==> src/rtl/core/dpt_pkg.sv <==
// Shared types and constants for the demand paging translator.
package dpt_pkg;

    localparam int MAX_PAGES  = 64;
    localparam int MAX_FRAMES = 16;
    localparam int ADDR_BITS  = 32;
    localparam int PG_W       = $clog2(MAX_PAGES);
    localparam int FR_W       = $clog2(MAX_FRAMES);
    localparam int FCNT_W     = FR_W + 1;
    localparam int MAX_PB     = 16;

    localparam logic [1:0] POL_FIFO  = 2'd0;
    localparam logic [1:0] POL_LRU   = 2'd1;
    localparam logic [1:0] POL_CLOCK = 2'd2;
    localparam logic [1:0] POL_NONE  = 2'd3;

    localparam logic [1:0] RES_HIT   = 2'd0;
    localparam logic [1:0] RES_FAULT = 2'd1;
    localparam logic [1:0] RES_OOR   = 2'd2;
    localparam logic [1:0] RES_FAIL  = 2'd3;

    localparam logic [1:0] REG_PAGE_BITS = 2'd0;
    localparam logic [1:0] REG_VPAGES    = 2'd1;
    localparam logic [1:0] REG_FRAMES    = 2'd2;
    localparam logic [1:0] REG_POLICY    = 2'd3;

    typedef struct packed {
        logic [4:0] pb;
        logic [6:0] vp;
        logic [4:0] nf;
        logic [1:0] policy;
    } cfg_t;

    typedef enum logic [3:0] {
        OP_NONE, OP_ACCEPT, OP_DECODE, OP_HIT, OP_FREE, OP_FIFO, OP_FIFO_RD,
        OP_LRU_RD, OP_LRU_CMP, OP_CLOCK, OP_LOAD, OP_FAIL
    } op_t;

    typedef enum logic [3:0] {
        S_IDLE, S_DECODE, S_HITRD, S_FREE, S_FIFO, S_FIFORD, S_LRU_RD,
        S_LRU_CMP, S_CLOCK, S_LOAD, S_FAIL, S_OUT
    } state_t;

    typedef struct packed {
        op_t  op;
        logic out_load;
    } cmd_t;

    typedef struct packed {
        logic       oor;
        logic       present;
        logic       free_found;
        logic       no_frames;
        logic       fifo_empty;
        logic       fifo_ok;
        logic       lru_done;
        logic       lru_found;
        logic       clock_hit;
        logic       clock_fail;
        logic       out_free;
        logic [1:0] policy;
    } sts_t;

endpackage

==> src/rtl/core/dpt_ctrl.sv <==
// Sequencing state machine for translation, fault handling and replacement.
module dpt_ctrl import dpt_pkg::*; (
    input  logic aclk,
    input  logic aresetn,
    input  logic in_valid,
    output logic in_ready,
    input  sts_t sts,
    output cmd_t cmd
);

    state_t state_reg, state_next;

    always_ff @(posedge aclk) begin
        if (!aresetn) begin
            state_reg <= S_IDLE;
        end else begin
            state_reg <= state_next;
        end
    end

    always_comb begin
        state_next = state_reg;
        unique case (state_reg)
            S_IDLE: begin
                if (in_valid) state_next = S_DECODE;
            end
            S_DECODE: begin
                priority if (sts.oor) state_next = S_OUT;
                else if (sts.present) state_next = S_HITRD;
                else state_next = S_FREE;
            end
            S_HITRD: state_next = S_OUT;
            S_FREE: begin
                priority if (sts.free_found) state_next = S_LOAD;
                else if (sts.no_frames) state_next = S_FAIL;
                else begin
                    unique case (sts.policy)
                        POL_FIFO:  state_next = sts.fifo_empty ? S_FAIL : S_FIFO;
                        POL_LRU:   state_next = S_LRU_RD;
                        POL_CLOCK: state_next = S_CLOCK;
                        default:   state_next = S_FAIL;
                    endcase
                end
            end
            S_FIFO: state_next = sts.fifo_ok ? S_FIFORD : S_FAIL;
            S_FIFORD: state_next = S_LOAD;
            S_LRU_RD: state_next = S_LRU_CMP;
            S_LRU_CMP: begin
                if (sts.lru_done) state_next = sts.lru_found ? S_LOAD : S_FAIL;
                else state_next = S_LRU_RD;
            end
            S_CLOCK: begin
                priority if (sts.clock_hit) state_next = S_LOAD;
                else if (sts.clock_fail) state_next = S_FAIL;
                else state_next = S_CLOCK;
            end
            S_LOAD: state_next = S_OUT;
            S_FAIL: state_next = S_OUT;
            S_OUT: begin
                if (sts.out_free) state_next = S_IDLE;
            end
            default: state_next = S_IDLE;
        endcase
    end

    always_comb begin
        cmd.op       = OP_NONE;
        cmd.out_load = 1'b0;
        in_ready     = 1'b0;
        unique case (state_reg)
            S_IDLE: begin
                in_ready = 1'b1;
                if (in_valid) cmd.op = OP_ACCEPT;
            end
            S_DECODE:  cmd.op = OP_DECODE;
            S_HITRD:   cmd.op = OP_HIT;
            S_FREE:    cmd.op = OP_FREE;
            S_FIFO:    cmd.op = OP_FIFO;
            S_FIFORD:  cmd.op = OP_FIFO_RD;
            S_LRU_RD:  cmd.op = OP_LRU_RD;
            S_LRU_CMP: cmd.op = OP_LRU_CMP;
            S_CLOCK:   cmd.op = OP_CLOCK;
            S_LOAD:    cmd.op = OP_LOAD;
            S_FAIL:    cmd.op = OP_FAIL;
            S_OUT:     cmd.out_load = sts.out_free;
            default:   cmd.op = OP_NONE;
        endcase
    end

endmodule

==> src/rtl/core/dpt_datapath.sv <==
// Page tables, frame tables, replacement state, counters and result register.
module dpt_datapath import dpt_pkg::*; (
    input  logic          aclk,
    input  logic          aresetn,
    input  logic          clear,
    input  cfg_t          cfg,
    input  cmd_t          cmd,
    output sts_t          sts,
    input  logic [31:0]   s_tdata,
    output logic          m_tvalid,
    input  logic          m_tready,
    output logic [111:0]  m_tdata
);

    logic [MAX_PAGES-1:0]  present_reg;
    logic [MAX_PAGES-1:0]  ref_reg;
    logic [MAX_FRAMES-1:0] used_reg;
    logic [PG_W-1:0]       owner_reg [MAX_FRAMES];
    logic [PG_W-1:0]       fifo_reg [MAX_FRAMES];
    logic [FR_W-1:0]       pf_mem [MAX_PAGES];
    logic [31:0]           lu_mem [MAX_PAGES];
    logic [FR_W-1:0]       pf_q_reg;
    logic [31:0]           lu_q_reg;

    logic [FR_W-1:0]   head_reg;
    logic [FCNT_W-1:0] count_reg;
    logic [FR_W-1:0]   sp_reg;
    logic              wraps_reg;
    logic [FR_W-1:0]   scan_reg;
    logic              found_reg;
    logic [31:0]       best_reg;
    logic [31:0]       use_reg;
    logic [31:0]       hits_reg;
    logic [31:0]       faults_reg;

    logic [31:0]     va_reg;
    logic [PG_W-1:0] pg_reg;
    logic [FR_W-1:0] frame_reg;
    logic            ev_reg;
    logic [PG_W-1:0] evpage_reg;
    logic [1:0]      res_reg;
    logic            m_tvalid_reg;
    logic [111:0]    m_tdata_reg;

    logic [31:0]     pg32;
    logic [31:0]     off;
    logic [PG_W-1:0] pg_cur;
    logic [FR_W-1:0] idx;
    logic [PG_W-1:0] own_idx;
    logic [PG_W-1:0] fifo_pg;
    logic [PG_W-1:0] rd_addr;
    logic [PG_W-1:0] wr_addr;
    logic            free_found;
    logic [FR_W-1:0] free_idx;
    logic            lru_take;
    logic [FR_W-1:0] sp_step;
    logic [31:0]     paddr;

    assign pg32   = (va_reg & 32'((64'd1 << ADDR_BITS) - 64'd1)) >> cfg.pb;
    assign off    = va_reg & ((32'd1 << cfg.pb) - 32'd1);
    assign pg_cur = pg32[PG_W-1:0];
    assign fifo_pg = fifo_reg[head_reg];

    always_comb begin
        unique case (cmd.op)
            OP_LRU_RD, OP_LRU_CMP: idx = scan_reg;
            OP_CLOCK:              idx = sp_reg;
            default:               idx = frame_reg;
        endcase
    end
    assign own_idx = owner_reg[idx];

    always_comb begin
        unique case (cmd.op)
            OP_FIFO:   rd_addr = fifo_pg;
            OP_LRU_RD: rd_addr = own_idx;
            default:   rd_addr = pg_cur;
        endcase
    end
    assign wr_addr = (cmd.op == OP_LOAD) ? pg_reg : pg_cur;

    always_comb begin
        free_found = 1'b0;
        free_idx   = '0;
        for (int i = MAX_FRAMES - 1; i >= 0; i--) begin
            if (!used_reg[i] && (FCNT_W'(i) < cfg.nf)) begin
                free_found = 1'b1;
                free_idx   = FR_W'(i);
            end
        end
    end

    assign lru_take = used_reg[scan_reg] && (!found_reg || lu_q_reg < best_reg);
    assign sp_step  = ((FCNT_W'(sp_reg) + FCNT_W'(1)) == cfg.nf) ? '0 : sp_reg + FR_W'(1);
    assign paddr    = (32'(frame_reg) << cfg.pb) + off;

    always_comb begin
        sts.oor        = pg32 >= 32'(cfg.vp);
        sts.present    = present_reg[pg_cur];
        sts.free_found = free_found;
        sts.no_frames  = cfg.nf == '0;
        sts.fifo_empty = count_reg == '0;
        sts.fifo_ok    = present_reg[fifo_pg];
        sts.lru_done   = (FCNT_W'(scan_reg) + FCNT_W'(1)) == cfg.nf;
        sts.lru_found  = found_reg || lru_take;
        sts.clock_hit  = used_reg[sp_reg] && !ref_reg[own_idx];
        sts.clock_fail = (sp_step == '0) && wraps_reg;
        sts.out_free   = !m_tvalid_reg || m_tready;
        sts.policy     = cfg.policy;
    end

    // Tables in block storage
    always_ff @(posedge aclk) begin
        pf_q_reg <= pf_mem[rd_addr];
        lu_q_reg <= lu_mem[rd_addr];
        if (cmd.op == OP_LOAD) begin
            pf_mem[wr_addr] <= frame_reg;
        end
        if (cmd.op == OP_LOAD || (cmd.op == OP_DECODE && !sts.oor && sts.present)) begin
            lu_mem[wr_addr] <= use_reg;
        end
    end

    always_ff @(posedge aclk) begin
        if (cmd.op == OP_LOAD) begin
            owner_reg[frame_reg] <= pg_reg;
            if (cfg.policy == POL_FIFO && count_reg < FCNT_W'(MAX_FRAMES)) begin
                fifo_reg[head_reg + count_reg[FR_W-1:0]] <= pg_reg;
            end
        end
    end

    always_ff @(posedge aclk) begin
        unique case (cmd.op)
            OP_ACCEPT: va_reg <= s_tdata;
            OP_DECODE: begin
                pg_reg     <= pg_cur;
                ev_reg     <= 1'b0;
                evpage_reg <= '0;
                res_reg    <= sts.oor ? RES_OOR : RES_HIT;
            end
            OP_HIT: frame_reg <= pf_q_reg;
            OP_FREE: begin
                frame_reg <= free_idx;
                scan_reg  <= '0;
                found_reg <= 1'b0;
            end
            OP_FIFO_RD: begin
                frame_reg <= pf_q_reg;
                ev_reg    <= 1'b1;
            end
            OP_LRU_CMP: begin
                if (lru_take) begin
                    best_reg  <= lu_q_reg;
                    frame_reg <= scan_reg;
                end
                found_reg <= found_reg || lru_take;
                scan_reg  <= scan_reg + FR_W'(1);
                ev_reg    <= 1'b1;
            end
            OP_CLOCK: begin
                if (sts.clock_hit) begin
                    frame_reg <= sp_reg;
                    ev_reg    <= 1'b1;
                end
            end
            OP_LOAD: begin
                res_reg <= RES_FAULT;
                if (ev_reg) evpage_reg <= own_idx;
            end
            OP_FAIL: begin
                res_reg <= RES_FAIL;
                ev_reg  <= 1'b0;
            end
            default: begin
            end
        endcase
    end

    always_ff @(posedge aclk) begin
        if (!aresetn || clear) begin
            present_reg <= '0;
            ref_reg     <= '0;
            used_reg    <= '0;
            head_reg    <= '0;
            count_reg   <= '0;
            sp_reg      <= '0;
            wraps_reg   <= 1'b0;
            use_reg     <= '0;
            hits_reg    <= '0;
            faults_reg  <= '0;
        end else begin
            unique case (cmd.op)
                OP_ACCEPT: use_reg <= use_reg + 32'd1;
                OP_DECODE: begin
                    if (!sts.oor && sts.present) begin
                        hits_reg        <= hits_reg + 32'd1;
                        ref_reg[pg_cur] <= 1'b1;
                    end else if (!sts.oor) begin
                        faults_reg <= faults_reg + 32'd1;
                    end
                end
                OP_FREE: begin
                    wraps_reg <= 1'b0;
                    if (!free_found && cfg.nf != '0 && cfg.policy == POL_CLOCK
                        && FCNT_W'(sp_reg) >= cfg.nf) begin
                        sp_reg <= '0;
                    end
                end
                OP_FIFO: begin
                    head_reg  <= head_reg + FR_W'(1);
                    count_reg <= count_reg - FCNT_W'(1);
                end
                OP_CLOCK: begin
                    sp_reg <= sp_step;
                    if (!sts.clock_hit) begin
                        if (used_reg[sp_reg]) ref_reg[own_idx] <= 1'b0;
                        if (sp_step == '0) wraps_reg <= 1'b1;
                    end
                end
                OP_LOAD: begin
                    if (ev_reg) present_reg[own_idx] <= 1'b0;
                    present_reg[pg_reg] <= 1'b1;
                    ref_reg[pg_reg]     <= 1'b1;
                    used_reg[frame_reg] <= 1'b1;
                    if (cfg.policy == POL_FIFO && count_reg < FCNT_W'(MAX_FRAMES)) begin
                        count_reg <= count_reg + FCNT_W'(1);
                    end
                end
                default: begin
                end
            endcase
        end
    end

    always_ff @(posedge aclk) begin
        if (!aresetn) begin
            m_tvalid_reg <= 1'b0;
        end else if (cmd.out_load) begin
            m_tvalid_reg <= 1'b1;
        end else if (m_tready) begin
            m_tvalid_reg <= 1'b0;
        end
    end

    always_ff @(posedge aclk) begin
        if (cmd.out_load) begin
            m_tdata_reg <= {7'd0, faults_reg, hits_reg, evpage_reg, ev_reg,
                            (res_reg == RES_HIT || res_reg == RES_FAULT) ? paddr : 32'd0,
                            res_reg};
        end
    end

    assign m_tvalid = m_tvalid_reg;
    assign m_tdata  = m_tdata_reg;

    a_fifo_count: assert property (@(posedge aclk) disable iff (!aresetn)
        count_reg <= FCNT_W'(MAX_FRAMES))
        else $error("fifo count overflow");
    a_load_present: assert property (@(posedge aclk) disable iff (!aresetn)
        cmd.op == OP_LOAD && !clear |=> present_reg[$past(pg_reg)] && used_reg[$past(frame_reg)])
        else $error("loaded page not resident");
    a_sweep_range: assert property (@(posedge aclk) disable iff (!aresetn)
        cmd.op == OP_CLOCK && !clear |=> FCNT_W'(sp_reg) < cfg.nf)
        else $error("sweep pointer out of range");

endmodule

==> src/rtl/core/demand_paging_translator.sv <==
// Top level of the demand paging translator: config registers, control and datapath.
//
// Input channel s_*: one transaction carries a 32-bit virtual address in s_tdata.
// Output channel m_*: one result per input, 112-bit m_tdata (fields below).
// APB port: registers page_bits, virtual_pages, frames_in_use, policy at byte
// addresses 0x0, 0x4, 0x8, 0xC. Any register write clears page tables, frame
// tables, replacement pointers and all counters; write only when idle.
// One address is handled at a time. An out-of-range address goes from decode
// straight to the result; a hit reads the frame table; a fault takes a free frame
// and loads it, or fails when there is no way to resolve it. A FIFO eviction pops
// the queue and reads the popped page's frame (it fails when that page is gone),
// an LRU eviction reads and compares the use-time table for each frame in use, a
// CLOCK eviction visits the frames in use one by one, up to two turns. The next
// address is accepted in the cycle after the result is registered.
// The result sits in an output register; the next address is taken while it
// waits, but the following result is held until m_tready drains the register.
// Reset (aresetn low, synchronous) restores the default configuration and
// clears all tables and counters.
module demand_paging_translator import dpt_pkg::*; (
    input  logic         aclk,
    input  logic         aresetn,
    input  logic         s_tvalid,
    output logic         s_tready,
    input  logic [31:0]  s_tdata,   // vaddr[31:0]
    output logic         m_tvalid,
    input  logic         m_tready,
    // status[1:0], paddr[33:2], evicted[34], evicted_page[40:35],
    // hit_count[72:41], fault_count[104:73], zero[111:105]
    output logic [111:0] m_tdata,
    input  logic         psel,
    input  logic         penable,
    input  logic         pwrite,
    input  logic [3:0]   paddr,
    input  logic [31:0]  pwdata,
    output logic [31:0]  prdata,
    output logic         pready
);

    logic [4:0] page_bits_reg;
    logic [6:0] vpages_reg;
    logic [4:0] frames_reg;
    logic [1:0] policy_reg;
    logic       wr_en;
    cfg_t       cfg;
    cmd_t       cmd;
    sts_t       sts;

    assign pready = 1'b1;
    assign wr_en  = psel && penable && pwrite;

    always_ff @(posedge aclk) begin
        if (!aresetn) begin
            page_bits_reg <= 5'd12;
            vpages_reg    <= 7'd64;
            frames_reg    <= 5'd16;
            policy_reg    <= POL_FIFO;
        end else if (wr_en) begin
            unique case (paddr[3:2])
                REG_PAGE_BITS: page_bits_reg <= pwdata[4:0];
                REG_VPAGES:    vpages_reg    <= pwdata[6:0];
                REG_FRAMES:    frames_reg    <= pwdata[4:0];
                REG_POLICY:    policy_reg    <= pwdata[1:0];
                default:       policy_reg    <= policy_reg;
            endcase
        end
    end

    always_comb begin
        unique case (paddr[3:2])
            REG_PAGE_BITS: prdata = {27'd0, page_bits_reg};
            REG_VPAGES:    prdata = {25'd0, vpages_reg};
            REG_FRAMES:    prdata = {27'd0, frames_reg};
            REG_POLICY:    prdata = {30'd0, policy_reg};
            default:       prdata = '0;
        endcase
    end

    always_comb begin
        cfg.pb     = (page_bits_reg > 5'(MAX_PB)) ? 5'(MAX_PB) : page_bits_reg;
        cfg.vp     = (vpages_reg > 7'(MAX_PAGES)) ? 7'(MAX_PAGES) : vpages_reg;
        cfg.nf     = (frames_reg > 5'(MAX_FRAMES)) ? 5'(MAX_FRAMES) : frames_reg;
        cfg.policy = policy_reg;
    end

    dpt_ctrl u_ctrl (
        .aclk     (aclk),
        .aresetn  (aresetn),
        .in_valid (s_tvalid),
        .in_ready (s_tready),
        .sts      (sts),
        .cmd      (cmd)
    );

    dpt_datapath u_datapath (
        .aclk     (aclk),
        .aresetn  (aresetn),
        .clear    (wr_en),
        .cfg      (cfg),
        .cmd      (cmd),
        .sts      (sts),
        .s_tdata  (s_tdata),
        .m_tvalid (m_tvalid),
        .m_tready (m_tready),
        .m_tdata  (m_tdata)
    );

endmodule

==> config.mk <==
export PLATFORM = sky130hd
export DESIGN_NAME = demand_paging_translator
export DESIGN_NICKNAME = d
export VERILOG_FILES = /design/src/rtl/core/dpt_pkg.sv /design/src/rtl/core/dpt_ctrl.sv /design/src/rtl/core/dpt_datapath.sv /design/src/rtl/core/demand_paging_translator.sv
export SDC_FILE = /design/constraint.sdc
export NUM_CORES = 2
export LEC_CHECK = 0
export CORE_ASPECT_RATIO = 0.75
export CORE_UTILIZATION = 35
export CTS_CLUSTER_SIZE = 14
export DETAILED_ROUTE_END_ITERATION = 7
export DONT_BUFFER_PORTS = 1
export MAX_ROUTING_LAYER = met4
export PLACE_DENSITY_LB_ADDON = 0.25
export SLEW_MARGIN = 30
export SYNTH_ARGS = -nofsm -noshare
export SYNTH_HDL_FRONTEND = slang
export SYNTH_SLANG_ARGS = --single-unit
==> constraint.sdc <==
create_clock -name aclk -period 8.7 [get_ports aclk]
set_input_delay 0.87 -clock aclk [delete_from_list [all_inputs] [get_ports aclk]]
set_output_delay 0.87 -clock aclk [all_outputs]
set_load 0.02 [all_outputs]
# Yosys cells after proc, flatten, opt, wreduce, memory -nomap -nowiden
# Memories as Yosys holds them, arrays and structs flattened. A register that Yosys moved wholly into a read port is not among the register bits.
# Cells that the tools add are included.
dict set report classes {
  shifts 3
  n_addsub 13
  bitwise_logic 10
  mux 112
  n_eq_ne 41
  n_reduce_logical 97
  n_lt_le_gt_ge 34
}
# op count
set op_table {}
lappend op_table {{64-bit two-way mux} 6}
lappend op_table {{64-bit OR} 3}
lappend op_table {{64-bit case mux with 3 select lines} 1}
lappend op_table {{64-bit AND} 2}
lappend op_table {{32-bit case mux with 4 select lines} 1}
lappend op_table {{4-bit two-way mux} 31}
lappend op_table {{32-bit by 1-bit adder with 32-bit output (second input constant)} 3}
lappend op_table {{64-bit NOT} 1}
lappend op_table {{4-bit case mux with 11 select lines} 1}
lappend op_table {{1-bit two-way mux} 41}
lappend op_table {{4-bit by 5-bit less-than comparator with 1-bit output (first input constant)} 8}
lappend op_table {{4-bit case mux with 10 select lines} 1}
lappend op_table {{32-bit adder} 1}
lappend op_table {{32-bit AND} 1}
lappend op_table {{4-bit by 3-bit == test with 1-bit output (second input constant)} 8}
lappend op_table {{4-bit == test (second input constant)} 8}
lappend op_table {{32-bit by 7-bit greater-or-equal comparator with 1-bit output} 1}
lappend op_table {{1-bit logical AND} 32}
lappend op_table {{32-bit less-than comparator} 1}
lappend op_table {{1-bit by 5-bit left shift with 32-bit output (first input constant)} 1}
lappend op_table {{4-bit by 5-bit left shift with 32-bit output} 1}
lappend op_table {{32-bit by 5-bit right shift with 32-bit output} 1}
lappend op_table {{32-bit by 1-bit subtractor with 32-bit output (second input constant)} 1}
lappend op_table {{6-bit by 7-bit less-than comparator with 1-bit output (second input constant)} 4}
lappend op_table {{other kinds (54)} 151}
dict set report totals {
  inputBits 75
  wordCells 341
  regBits 471
  mem_count 4
  mem_bits_rw 2496
}
# name depth width read_ports rd_clocked_by_memory_dff write_ports line
set memory_table {}
lappend memory_table {u_datapath.lu_mem 64 32 1 1 1 dpt_datapath.sv:21} ;# logic [31:0] lu_mem [MAX_PAGES];
lappend memory_table {u_datapath.pf_mem 64 4 1 1 1 dpt_datapath.sv:20} ;# logic [FR_W-1:0] pf_mem [MAX_PAGES];
lappend memory_table {u_datapath.fifo_reg 16 6 1 1 1 dpt_datapath.sv:19} ;# logic [PG_W-1:0] fifo_reg [MAX_FRAMES];
lappend memory_table {u_datapath.owner_reg 16 6 1 0 1 dpt_datapath.sv:18} ;# logic [PG_W-1:0] owner_reg [MAX_FRAMES];

# Depth between registers and ports, before layout
dict set report logic_depth {
  ltp_word 26
  mapped_depth 27
}

# Cells and area by module
# A second synthesis with hierarchy kept.
dict set report hier_totals {
  hier_cells 7534
  area_unflattened_um2 122998.0
}
# mod area_per_inst_um2 instances cells_each
set by_module_without_submodules {}
lappend by_module_without_submodules {dpt_datapath 121258.8 1 7322}
lappend by_module_without_submodules {demand_paging_translator 1202.4 1 140}
lappend by_module_without_submodules {dpt_ctrl 536.8 1 72}

# Worst setup path after synthesis
# Ideal clock, no wire load.
dict set report synth_timing {
  path_kind {register to register}
  startpoint {register u_ctrl.state_reg[1]}
  endpoint {register u_datapath.m_tdata_reg[0] (netlist: u_datapath.m_tdata[0]), enable pin}
  setup_slack_ns -0.405
  required_time_ns 8.003
  path_buffers 2
  arrival_time_ns 8.408
  stages_incl_launch_ff 5
  setup_ns 0.697
  synth_period_minus_slack_ns 9.105
  cell_sequence {dfxtp_1 > clkbuf_1 > clkbuf_1 > nand2_1 > nor3_1}
}
# item line
set synth_lines {}
lappend synth_lines {{start, declared} dpt_ctrl.sv:11} ;# state_t state_reg, state_next;
lappend synth_lines {{start signal, assigned} dpt_ctrl.sv:17} ;# state_reg <= state_next;
lappend synth_lines {{end signal, assigned} dpt_datapath.sv:248} ;# m_tdata_reg <= {7'd0, faults_reg, hits_reg, evpage_reg, ev_reg,
lappend synth_lines {{end, declared} dpt_datapath.sv:43} ;# logic [111:0] m_tdata_reg;

# Worst setup path after layout
dict set report layout_timing {
  startpoint {register page_bits_reg[4]}
  endpoint {memory u_datapath.lu_mem[12][10], enable pin}
}
dict set report layout_between {
  elab_chain_len 10
  word_cells_on_any_way 13
  cone_classes {order compare (2); shift (1); mux (6); reduce/logical (4)}
}
# item line
set layout_rtl {}
lappend layout_rtl {{start, declared} demand_paging_translator.sv:39} ;# logic [4:0] page_bits_reg;
lappend layout_rtl {{start signal, assigned} demand_paging_translator.sv:59} ;# REG_PAGE_BITS: page_bits_reg <= pwdata[4:0];
lappend layout_rtl {{5-bit greater-than comparator} demand_paging_translator.sv:79} ;# cfg.pb = (page_bits_reg > 5'(MAX_PB)) ? 5'(MAX_PB) : page_bits_reg;
lappend layout_rtl {{5-bit two-way mux (*)} demand_paging_translator.sv:79}
lappend layout_rtl {{32-bit by 5-bit right shift with 32-bit output (*)} dpt_datapath.sv:59} ;# assign pg32 = (va_reg & 32'((64'd1 << ADDR_BITS) - 64'd1)) >> cfg.pb;
lappend layout_rtl {{named net u_datapath.pg32[4]} dpt_datapath.sv:45} ;# logic [31:0] pg32;
lappend layout_rtl {{32-bit by 7-bit greater-or-equal comparator with 1-bit output} dpt_datapath.sv:98} ;# sts.oor = pg32 >= 32'(cfg.vp);
lappend layout_rtl {{1-bit logical NOT} dpt_datapath.sv:119} ;# if (cmd.op == OP_LOAD || (cmd.op == OP_DECODE && !sts.oor && sts.present)) begin
lappend layout_rtl {{1-bit logical AND (2 in a row)} dpt_datapath.sv:119}
lappend layout_rtl {{1-bit logical OR} dpt_datapath.sv:119}
lappend layout_rtl {{1-bit two-way mux} dpt_datapath.sv:119}
lappend layout_rtl {{1-bit two-way mux (not written as such)} dpt_datapath.sv:120} ;# lu_mem[wr_addr] <= use_reg;
lappend layout_rtl {{end, declared} dpt_datapath.sv:21}
# Mark *: on every way through the listed nets, which the timed path passes. The rest lies on a longest branch. The select of a mux whose other input is x is not followed.

==> results_dict.tcl <==
set metrics [dict create \
    run_status "finished clean" \
    grt_use_total 0.207 \
    clockBufferDepth 4 \
    grt_max_degree 138 \
    syn_area_per_cell_um2 13.0 \
    via_count 83042 \
    r2r_cells 21 \
    totalWireLength_mm 379 \
    slew_headroom 0.257 \
    synth-main-ff-cell "edfxtp_1" \
    hold_ws_ns 0.0673 \
    worstHoldStart "aresetn" \
    place_area_um2 135000 \
    cts_resized 0 \
    end_kind "flip-flop" \
    grt_pass1_wl_mm 549 \
    ys_warn_count 0 \
    period_share 0.842 \
    grt_pass1_vias 79703 \
    min_period_ns 7.33 \
    initial_core_util 0.352 \
    cts_tree "done" \
    cp_cell_sequence "nor2b_2, buf_12, mux4_2, mux4_2, nand2_1, and2_1, inv_2, ha_1, a21oi_1, o21ai_0, nand3_1, nand2_1, a2111o_1, o32a_1, nor4_1, nand4_1, nor2_2, a21o_1, nand2_1, nor2_4, buf_12" \
    port_buffers 0 \
    path_common_cell "nand2_1" \
    crit_family "simple AND/OR/NAND/NOR gates" \
    gp_congestion 0.932 \
    synthAdderAreaFrac 0.00893 \
    tns_ns 0 \
    synthMuxAreaShare 0.0681 \
    cp.required_ns 9.23 \
    pin_count 222 \
    clkTransAtPathRegs_ns 0.06 \
    report.power.total_w 0.0379 \
    dr.pass1.iters 6 \
    drcViolationCount 0 \
    core_um2 361000 \
    cp-start-kind "flip-flop" \
    ys_ff_latch 3007 \
    synth-simple-area-share 0.134 \
    largest_reg_flops 2048 \
    setup_violations 0 \
    routedWlPerCell_um 25.4 \
    max_freq_ghz 0.136 \
    layout.nets 10009 \
    yosys.area.top_type_share 0.634 \
    r2r-end "u_datapath.lu_mem[12][10]$_DFFE_PP_" \
    gr-usage-met2 0.297 \
    synth_compound_gate_area_share 0.0717 \
    drv_cap 0 \
    maxSlewViolCount 0 \
    fin_area_um2 145000 \
    die_area_um2 366000 \
    crit_path_max_incr_delay_ns 0.65 \
    grtUsageMet1 0.300 \
    netlist_instances 9807 \
    dr.first_iter.drc_count 9463 \
    crit_type "flip-flop to flip-flop" \
    synth_edf_count 2689 \
    p_per_area_nw_per_um2 262 \
    crit_fanout 22 \
    die_w_um 698 \
    yosysUniqueCellTypes 101 \
    drive_above_1_share 0.109 \
    overflow 0 \
    synth-xor-area-share 0.00619 \
    critPathBufInv 3 \
    synth_top_family_by_area "simple AND/OR/NAND/NOR gates" \
    use_met3 0.0384 \
    r2r_setup_slack_ns 1.37 \
    slowest_stage "nor2_4" \
    ant_nets 0 \
    hold_viol_final 0 \
    dpl.hpwl_mm 226 \
    hp-class "input pin to flip-flop" \
    p_leak_nw 49.0 \
    post_drt_via_cell_ratio 5.57 \
    rsz0062_at_grt "false" \
    worst_clock_skew_ns 0.103 \
    cts_htree_levels 5 \
    yosys.area.top_type "edfxtp_1" \
    fp-row-count 191 \
    cts_buffers 313 \
    clk_latency_ns 0.94 \
    holdPathEnd "page_bits_reg[3]$_SDFFE_PN1P_" \
    antenna_found_initial 21 \
    fin_util 0.401 \
    grt.busiest_layer "met1" \
    ir_worst_vdd_uv 160 \
    die_height_um 524 \
    synth_seq_area_share 0.684 \
    synthToLayoutAreaGrowth_pct 13.9 \
    worstPathArrival_ns 7.86 \
    worst_pin_slew_ns 1.11 \
    cts.sinks 3007 \
    cts_root_buf "clkbuf_16" \
    async_flop_share 0 \
    synthesis.area_um2 127000 \
    synth_area_leaders "edfxtp_1 63%, nand2_1 5.9%, dfxtp_1 5.0%, mux2i_1 4.9%, nand3_1 2.4%" \
    hold_depth 1 \
    r2r-start "page_bits_reg[4]$_SDFFE_PN0P_" \
]
==> layout make-up <==
class / count / area [um^2]
diodes: 9 / 22.5
clock buffers: 401 / 8420
clock inverters: 148 / 1710
fillers: 33366 / 216000
inverters: 98 / 368
multi-input cells: 6070 / 37800
flip-flops and latches: 3007 / 87200
well taps: 4825 / 6040
repair buffers: 355 / 3410
==> timing repair <==
item,CTS,global route
endpoints found under the hold margin,14,0
hold buffers,14,0
buffers inserted,0,0
==> report_power, final <==
| part | leakage (nW) | internal [W] | switching [W] |
|---|---|---|---|
| Clock | 4.95 | 0.00784 | 0.00570 |
| Combinational | 21.0 | 0.00248 | 0.00557 |
| Sequential | 23.1 | 0.0161 | 0.000281 |
| Total | 49.0 | 0.0264 | 0.0116 |
==> worst max path at each step <==
stage,from,end,slack (ns),cells after the start
3_5_place_dp,page_bits_reg[4]$_SDFFE_PN0P_,u_datapath.lu_mem[12][20]$_DFFE_PP_,1.52,21
3_3_place_gp,page_bits_reg[4]$_SDFFE_PN0P_,u_datapath.lu_mem[45][6]$_DFFE_PP_,1.32,22
5_1_grt,page_bits_reg[4]$_SDFFE_PN0P_,u_datapath.lu_mem[12][10]$_DFFE_PP_,1.11,21
4_1_cts,page_bits_reg[4]$_SDFFE_PN0P_,u_datapath.lu_mem[12][14]$_DFFE_PP_,1.50,21
6_report,page_bits_reg[4]$_SDFFE_PN0P_,u_datapath.lu_mem[12][10]$_DFFE_PP_,1.37,21
2_1_floorplan,page_bits_reg[1]$_SDFFE_PN0P_,u_datapath.lu_mem[24][0]$_DFFE_PP_,1.49,26
==> cell usage after synthesis, types with 56 or more instances <==
cell type and instances:
buf_1 56, a31oi_1 73, mux4_2 82, nor2_1 458
nor3_1 110, nand3_1 617, mux2i_1 628, a311oi_1 218
edfxtp_1 2689, dfxtp_1 318, a21oi_1 236, clkbuf_1 438
o21ai_0 195, ha_1 86, inv_1 93, buf_2 130
and3_1 327, a311o_1 110, nand2_1 2015
==> cell families (layout without fill, tap and decap cells) <==
kind of cell	count (synthesis)	count (layout)
AOI/OAI and AO/OA	1248	1248
xor gates and xnor gates	90	90
adders and majority gates	89	89
buffers and inverters	779	1002
DFF	3007	3007
muxes	758	758
other	2	60
and+or+nand+nor	3834	3834
==> cells in the final DEF, fill, tap and decap left out, types with 42 or more instances in the layout <==
cell	count
clkbuf_1	71
clkinv_1	43
a21o_1	42
mux2i_1	628
a21oi_1	227
o32ai_1	42
nand3_1	617
edfxtp_1	2689
clkinv_2	44
conb_1	51
buf_12	52
nor2b_1	46
a31oi_1	73
xor2_1	50
nor3_1	103
nor2_1	391
or3_1	47
nand2_1	2014
mux2_2	47
ha_1	86
and3_1	327
mux4_2	82
clkbuf_16	321
inv_1	93
buf_4	284
o21ai_0	194
dfxtp_1	285
a311oi_1	218
nor2_4	64
a311o_1	110
==> routing by layer <==
| metal | vias to the layer above | share of wire |
|---|---|---|
| li1 | 36668 | - |
| met5 | - | 0 |
| met3 | 588 | 0.086 |
| met2 | 3444 | 0.43 |
| met4 | 0 | 0.026 |
| met1 | 42342 | 0.46 |
==> stage by stage <==
step / setup slack (ns) / cells
2_1_floorplan: 1.49 / 9856
3_3_place_gp: 1.32 / 14337
3_5_place_dp: 1.52 / 14340
4_1_cts: 1.50 / 14903
5_1_grt: 1.11 / 14909
6_report: 1.37 / 14913
No activity file was read; power rests on OpenSTA's default activity.
